<file path="src/rtl/core/fba_pkg.sv">
`timescale 1ns / 1ps
`default_nettype none
// ----------------------------------------------------------------------------
// fba_pkg: shared types and constants of the frame bitmap allocator
// Command codes, datapath operation codes, controller/datapath handshake
// structs and the lowest-zero search used on 32-bit bitmap words.
// ----------------------------------------------------------------------------
package fba_pkg;

  localparam int WORD_BITS = 32;
  localparam int BIT_W     = 5;   // bit position inside one bitmap word
  localparam int FRAME_W   = 20;  // frame number width
  localparam int FIDX_W    = 15;  // frame number without its bit position
  localparam int FC_W      = 16;  // frame_count register width
  localparam int LIM_W     = 21;  // wide enough to hold any frame limit

  localparam logic [FC_W-1:0]      FC_RESET  = 16'h8000;
  localparam logic [WORD_BITS-1:0] FULL_WORD = 32'hFFFF_FFFF;

  // Request kinds
  localparam logic [1:0] ACT_ALLOC = 2'd0;
  localparam logic [1:0] ACT_CLAIM = 2'd1;
  localparam logic [1:0] ACT_FREE  = 2'd2;

  // Datapath operations issued by the controller
  localparam logic [2:0] OP_NOP    = 3'd0;
  localparam logic [2:0] OP_CLEAR  = 3'd1;
  localparam logic [2:0] OP_LOAD   = 3'd2;
  localparam logic [2:0] OP_GRP    = 3'd3;
  localparam logic [2:0] OP_WSEL   = 3'd4;
  localparam logic [2:0] OP_RD     = 3'd5;
  localparam logic [2:0] OP_COMMIT = 3'd6;
  localparam logic [2:0] OP_RESULT = 3'd7;

  typedef struct packed {
    logic [2:0] op;
  } dp_cmd_t;

  typedef struct packed {
    logic       clr_last;  // last word of the clearing pass
    logic [1:0] action;    // kind of the request held
    logic       cur_zero;  // request holds no current frame
    logic       mark_ok;   // claim or free touches the bitmap
    logic       grp_hit;   // some group still has a non-full word
    logic       word_ok;   // chosen word lies below the managed limit
  } dp_stat_t;

  typedef struct packed {
    logic             found;
    logic [BIT_W-1:0] idx;
  } zero_pos_t;

  function automatic zero_pos_t lowest_zero(input logic [WORD_BITS-1:0] w);
    zero_pos_t r;
    r.found = 1'b0;
    r.idx   = '0;
    for (int i = WORD_BITS - 1; i >= 0; i--) begin
      if (!w[i]) begin
        r.found = 1'b1;
        r.idx   = BIT_W'(i);
      end
    end
    return r;
  endfunction

endpackage
`default_nettype wire

</file>
<file path="src/rtl/core/fba_ctrl.sv">
`timescale 1ns / 1ps
`default_nettype none
// ----------------------------------------------------------------------------
// fba_ctrl: request sequencer
// Walks the clearing pass after reset, then steps each request through
// search, read, write-back and result operations of the datapath.
// ----------------------------------------------------------------------------
module fba_ctrl (
  input  wire logic             clk,
  input  wire logic             rst_n,
  input  wire logic             start,
  input  wire fba_pkg::dp_stat_t stat,
  output fba_pkg::dp_cmd_t      cmd,
  output logic                  busy
);
  import fba_pkg::*;

  localparam logic [2:0] S_CLEAR  = 3'd0;
  localparam logic [2:0] S_IDLE   = 3'd1;
  localparam logic [2:0] S_DECIDE = 3'd2;
  localparam logic [2:0] S_GRP    = 3'd3;
  localparam logic [2:0] S_WSEL   = 3'd4;
  localparam logic [2:0] S_RD     = 3'd5;
  localparam logic [2:0] S_COMMIT = 3'd6;
  localparam logic [2:0] S_RESULT = 3'd7;

  logic [2:0] state_r;
  logic [2:0] state_nxt;

  always_comb begin
    state_nxt = state_r;
    cmd.op    = OP_NOP;
    unique case (state_r)
      S_CLEAR: begin
        cmd.op = OP_CLEAR;
        if (stat.clr_last) state_nxt = S_IDLE;
      end
      S_IDLE: begin
        if (start) begin
          cmd.op    = OP_LOAD;
          state_nxt = S_DECIDE;
        end
      end
      S_DECIDE: begin
        priority if (stat.action == ACT_ALLOC && stat.cur_zero) state_nxt = S_GRP;
        else if (stat.mark_ok) state_nxt = S_RD;
        else state_nxt = S_RESULT;
      end
      S_GRP: begin
        cmd.op    = OP_GRP;
        state_nxt = stat.grp_hit ? S_WSEL : S_RESULT;
      end
      S_WSEL: begin
        cmd.op    = OP_WSEL;
        state_nxt = stat.word_ok ? S_COMMIT : S_RESULT;
      end
      S_RD: begin
        cmd.op    = OP_RD;
        state_nxt = S_COMMIT;
      end
      S_COMMIT: begin
        cmd.op    = OP_COMMIT;
        state_nxt = S_RESULT;
      end
      S_RESULT: begin
        cmd.op    = OP_RESULT;
        state_nxt = S_IDLE;
      end
    endcase
  end

  always_ff @(posedge clk) begin
    if (!rst_n) begin
      state_r <= S_CLEAR;
    end else begin
      state_r <= state_nxt;
    end
  end

  assign busy = (state_r != S_IDLE);

endmodule
`default_nettype wire

</file>
<file path="config.mk">
export PLATFORM = sky130hd
export DESIGN_NAME = fba_ctrl
export DESIGN_NICKNAME = d
export VERILOG_FILES = /design/src/rtl/core/fba_pkg.sv /design/src/rtl/core/fba_ctrl.sv
export SDC_FILE = /design/constraint.sdc
export NUM_CORES = 1
export LEC_CHECK = 0
export ABC_AREA = 1
export CAP_MARGIN = 20
export CORE_AREA = 2 2 39 41
export CTS_BUF_LIST = sky130_fd_sc_hd__clkbuf_4 sky130_fd_sc_hd__clkbuf_8 sky130_fd_sc_hd__clkbuf_16
export CTS_CLUSTER_SIZE = 30
export DETAILED_ROUTE_END_ITERATION = 10
export DIE_AREA = 0 0 41 43
export DONT_BUFFER_PORTS = 1
export PLACE_DENSITY_LB_ADDON = 0.12
export SLEW_MARGIN = 10
export SYNTH_ARGS = -nofsm -noshare
export SYNTH_HDL_FRONTEND = slang
export SYNTH_SLANG_ARGS = --single-unit
</file>
<file path="constraint.sdc">
create_clock -name clk -period 0.9 [get_ports clk]
set_input_delay 0.045 -clock clk [delete_from_list [all_inputs] [get_ports clk]]
set_output_delay 0.045 -clock clk [all_outputs]
set_load 0.01 [all_outputs]
</file>
### Word-level counts from Yosys, hierarchy flattened

Index checks and enable logic that the tools add are counted.

| storage, ports and cells | value |
|---|---|
| bits in registers | 3 |
| input bits | 10 |
| output and inout port bits | 4 |
| logic and storage cells | 24 |

| operators by class | value |
|---|---|
| eq/ne operators | 10 |
| muxes and demuxes | 9 |
| reduce and logical (&&, ||, !) cells | 4 |

Operators with widths:

| cell | count |
|---|---|
| $pmux 3 s8 | 1 |
| $pmux 3 s7 | 1 |
| $eq 3x3->1 const B | 4 |
| $mux 3 | 3 |
| $eq 3x2->1 const B | 2 |
| $mux 2 | 3 |
| $ne 2x2->1 const B | 2 |
| $eq 3x1->1 const B | 1 |
| $logic_not 3->1 | 1 |
| $ne 3x1->1 const B | 1 |
| $logic_not 2->1 | 1 |
| $reduce_and 2->1 | 1 |
| $logic_and 1x1->1 | 1 |
| $mux 1 | 1 |

### Longest topological paths before layout

| depth | value |
|---|---|
| depth after elaboration | 4 |
| mapped depth | 7 |
| mapped depth without buffers | 7 |

### Least setup slack after synthesis

OpenSTA, ideal clock, no wires.

| timing path | value |
|---|---|
| path kind | register to register |
| from | reg state_r[1] |
| to | reg state_r[1] |
| setup time | 0.111 ns |
| arrival | 0.902 ns |
| required time | 0.789 ns |
| slack | -0.113 ns |
| cell stages (with the launch flop) | 8 |
| path buffers | 0 |
| period minus slack after synthesis | 1.013 ns |
| cell sequence | dfxtp_1 inv_1 nand3_1 nand2_2 nor2_2 nor2_2 nand2_1 nor2_1 |

| on the way | value |
|---|---|
| word-level cells in the longest chain between the ends | 3 |
| elaborated cells between the ends (all ways) | 12 |
| classes of those cells | 9 x eq/ne; 1 x mux; 2 x reduce/logical |

RTL lines:

| element | line | source |
|---|---|---|
| start: declaration | fba_ctrl.sv:27 | `logic [2:0] state_r;` |
| start signal: assignment | fba_ctrl.sv:76 | `state_r <= state_nxt;` |
| $eq 3x1->1 / $logic_not 3->1 (equally long branches) | fba_ctrl.sv:33 | `unique case (state_r)` |
| $ne 2x2->1 (no source line) | n/a |  |
| $reduce_and 2->1 (no source line) | n/a |  |

Parallel ways exist; a longest one is shown, timed or not.
A chain may end at the register's enable or synchronous reset.

==> impl_metrics.yaml <==
cts:
  cts_buffer_depth: 2
  cts.sinks: 3
  clk_latency_ns: 0.24
  htreeDepth: 1
  cts_tree: "done"
  clk_pin_slew_ns: 0.04
  cts_buffers: 3
  ctsRootBufferMaster: "clkbuf_4"
layout:
  largest_reg_flops: 3
  area_delta_synth_final_pct: 58.9
  largestRegisters: "state_r x3"
  regMostFlops: "state_r"
  diodes: 0
  finalNetCount: 62
  final_layout_size_suffix_gt1_share_pct: 47.1
worst_setup_path:
  worstSetupEndpointType: "output port"
  required_ns: 0.85
  critPathArrivalTime_ns: 1.00
  critPathBufInv: 1
  path_delay_family: "flip-flops"
  critPathMaxStageDelay_ns: 0.40
  crit_chain: "inv_2 -> nand3_4 -> nand2_4 -> a21oi_4"
  critical-path-slowest-cell: "dfxtp_2"
  crit_fanout: 6
  critPathLaunchType: "flop"
  critPathKind: "flop to output port"
global_routing:
  grt_use_total_pct: 8.32
  grt_pass1_wl_microns: 959
  grt_max_degree: 7
  antenna_found_initial: 0
  grt_pass1_vias: 265
  overflow: 0
synth:
  syn_nets: 54
  synth_area_sq_um: 246
  async_flop_share_pct: 0
  yosys_warnings: 0
  synth_seq_cells: 3
  ys_seq_area_share_pct: 24.4
  synth-edff-count: 0
  avgSynthCellArea_sq_um: 5.60
  ys_types: 12
  synth_top_cell_area_share_pct: 24.4
  synthTopCellsByArea: "dfxtp_1 (24%), nand2_1 (15%), inv_1 (9.1%)"
  synth.top_cells.by_count: "nand2_1 (10), inv_1 (6), nor2_1 (6)"
  synth_most_common_cell: "nand2_1"
  yosysTopAreaCell: "dfxtp_1"
  syn_inst: 44
  ys.flop_type: "dfxtp_1"
timing:
  slew_headroom_pct: 82.0
  worst_slack_ns: -0.145
  worstMarginPinSlew_ns: 0.271
  fin_skew_ns: 0.00524
  layout_worst_path_cycle_share_pct: 116
  hold_viol_final: 0
  report.final.slew_viol_count: 0
  setup_viol: 6
  max_clock_freq_mhz: 957
  rsz0062_at_grt: "true"
  fin_worst_hold_slack_ns: 0.0359
  min_period_ns: 1.04
worst_hold_path:
  min-delay-path-class: "input port to flop"
routing:
  routed_wl_microns: 673
  first_pass_iters: 1
  ant_nets: 0
  vias_per_cell: 4.13
  wl_per_cell_microns: 10.0
  drtIter0Drc: 0
  drc: 0
  via_count: 277
placement:
  dp_hpwl_microns: 541
  place_ws_ns: -0.123
  io_buffers: 0
  place_congestion: 0.682
power:
  max-vdd-ir-drop_v: 0.000727
  p_leak_nw: 0.173
  power.density_nw_per_um2: 1870
die:
  fp.dieH_microns: 43
  die-area_sq_um: 1760
  pin_count: 14
  core_region_area_sq_um: 1380
  die-width_microns: 41
  start_util_pct: 17.8
  row_count: 14
status:
  violations: "setup timing"
  status: "finished with violations"
flow_run:
  drv_cap: 0
power by group:
| part | internal (mW) | leakage (nW) | switching (mW) |
|---|---|---|---|
| Sequential | 0.151 | 0.0264 | 0.0349 |
| Clock | 0.197 | 0.0184 | 0.0797 |
| Combinational | 0.118 | 0.128 | 0.151 |
| Total | 0.466 | 0.173 | 0.265 |
metrics by stage:
stage,util (%),setup TNS (ns),area [sq um],total power [mW],instances
6_report,28.3,-0.538,392,0.731,67
5_1_grt,28.3,-0.849,392,0.790,67
4_1_cts,28.0,-0.694,388,0.745,67
3_5_place_dp,23.2,-0.202,322,0.402,62
3_3_place_gp,23.2,-0.211,322,0.406,62
2_1_floorplan,-,-0.0163,283,0.344,44
what timing repair did:
action	CTS	global route
resized for setup	5	2
pin swaps	5	5
hold endpoints to repair	3	0
setup buffers	0	0
endpoints found under the setup margin	5	6
gates cloned	0	0
hold buffers	1	0
worst min-delay path, cell delays in order:
cell and delay (ns):
nand2_1 0.06, a21oi_1 0.07, nor2_1 0.07
cells in the final DEF (no fill, tap or decap):
cell type / count
o21ai_0: 2
a21oi_1: 3
buf_4: 2
nand3_1: 2
inv_1: 4
inv_2: 2
a21oi_4: 1
nand3_2: 1
nor2_1: 5
nand2_1: 10
inv_4: 1
a21oi_2: 1
dlygate4sd3_1: 1
nand2_4: 1
nand3_4: 1
clkbuf_4: 4
nor2_4: 3
nor2_2: 1
dfxtp_4: 2
buf_6: 1
nand2_2: 2
dfxtp_2: 1
cell families (layout without fill, tap and decap cells):
group                  after synthesis  count (layout)  synth area share (%)
DFF                                  3               3                  24.4
AOI/OAI and AO/OA                    7               7                  15.7
and+or+nand+nor                     26              26                  47.7
buffers and inverters                8              15                  12.2
routing by layer:
layer  share of wire [%]  track usage (%)
met4                   0             2.00
met5                   0                0
met1                  39             7.05
met2                  54             14.4
met3                 7.3             6.28
cell type report:
class | instances | area (sq um)
Fill cell | 161 | 992
Multi-Input combinational cell | 33 | 208
Clock buffer | 4 | 30.0
Sequential cell | 3 | 68.8
Inverter | 7 | 28.8
Timing Repair Buffer | 4 | 36.3
Tap cell | 16 | 20.0
path summary, 6_finish.rpt:
path / startpoint / endpoint / slack (ns) / cells after the start
hold / removal: stat[3] / state_r[2]$_SDFFE_PN0P_ / 0.04 / 3
setup reg to reg: state_r[2]$_SDFFE_PN0P_ / state_r[1]$_SDFFE_PN0P_ / -0.13 / 7
hold reg to reg: state_r[1]$_SDFFE_PN0P_ / state_r[0]$_SDFFE_PN0P_ / 0.67 / 4
setup / recovery: state_r[1]$_SDFFE_PN0P_ / cmd[0] / -0.14 / 4
(Power assumes the default switching activity.)
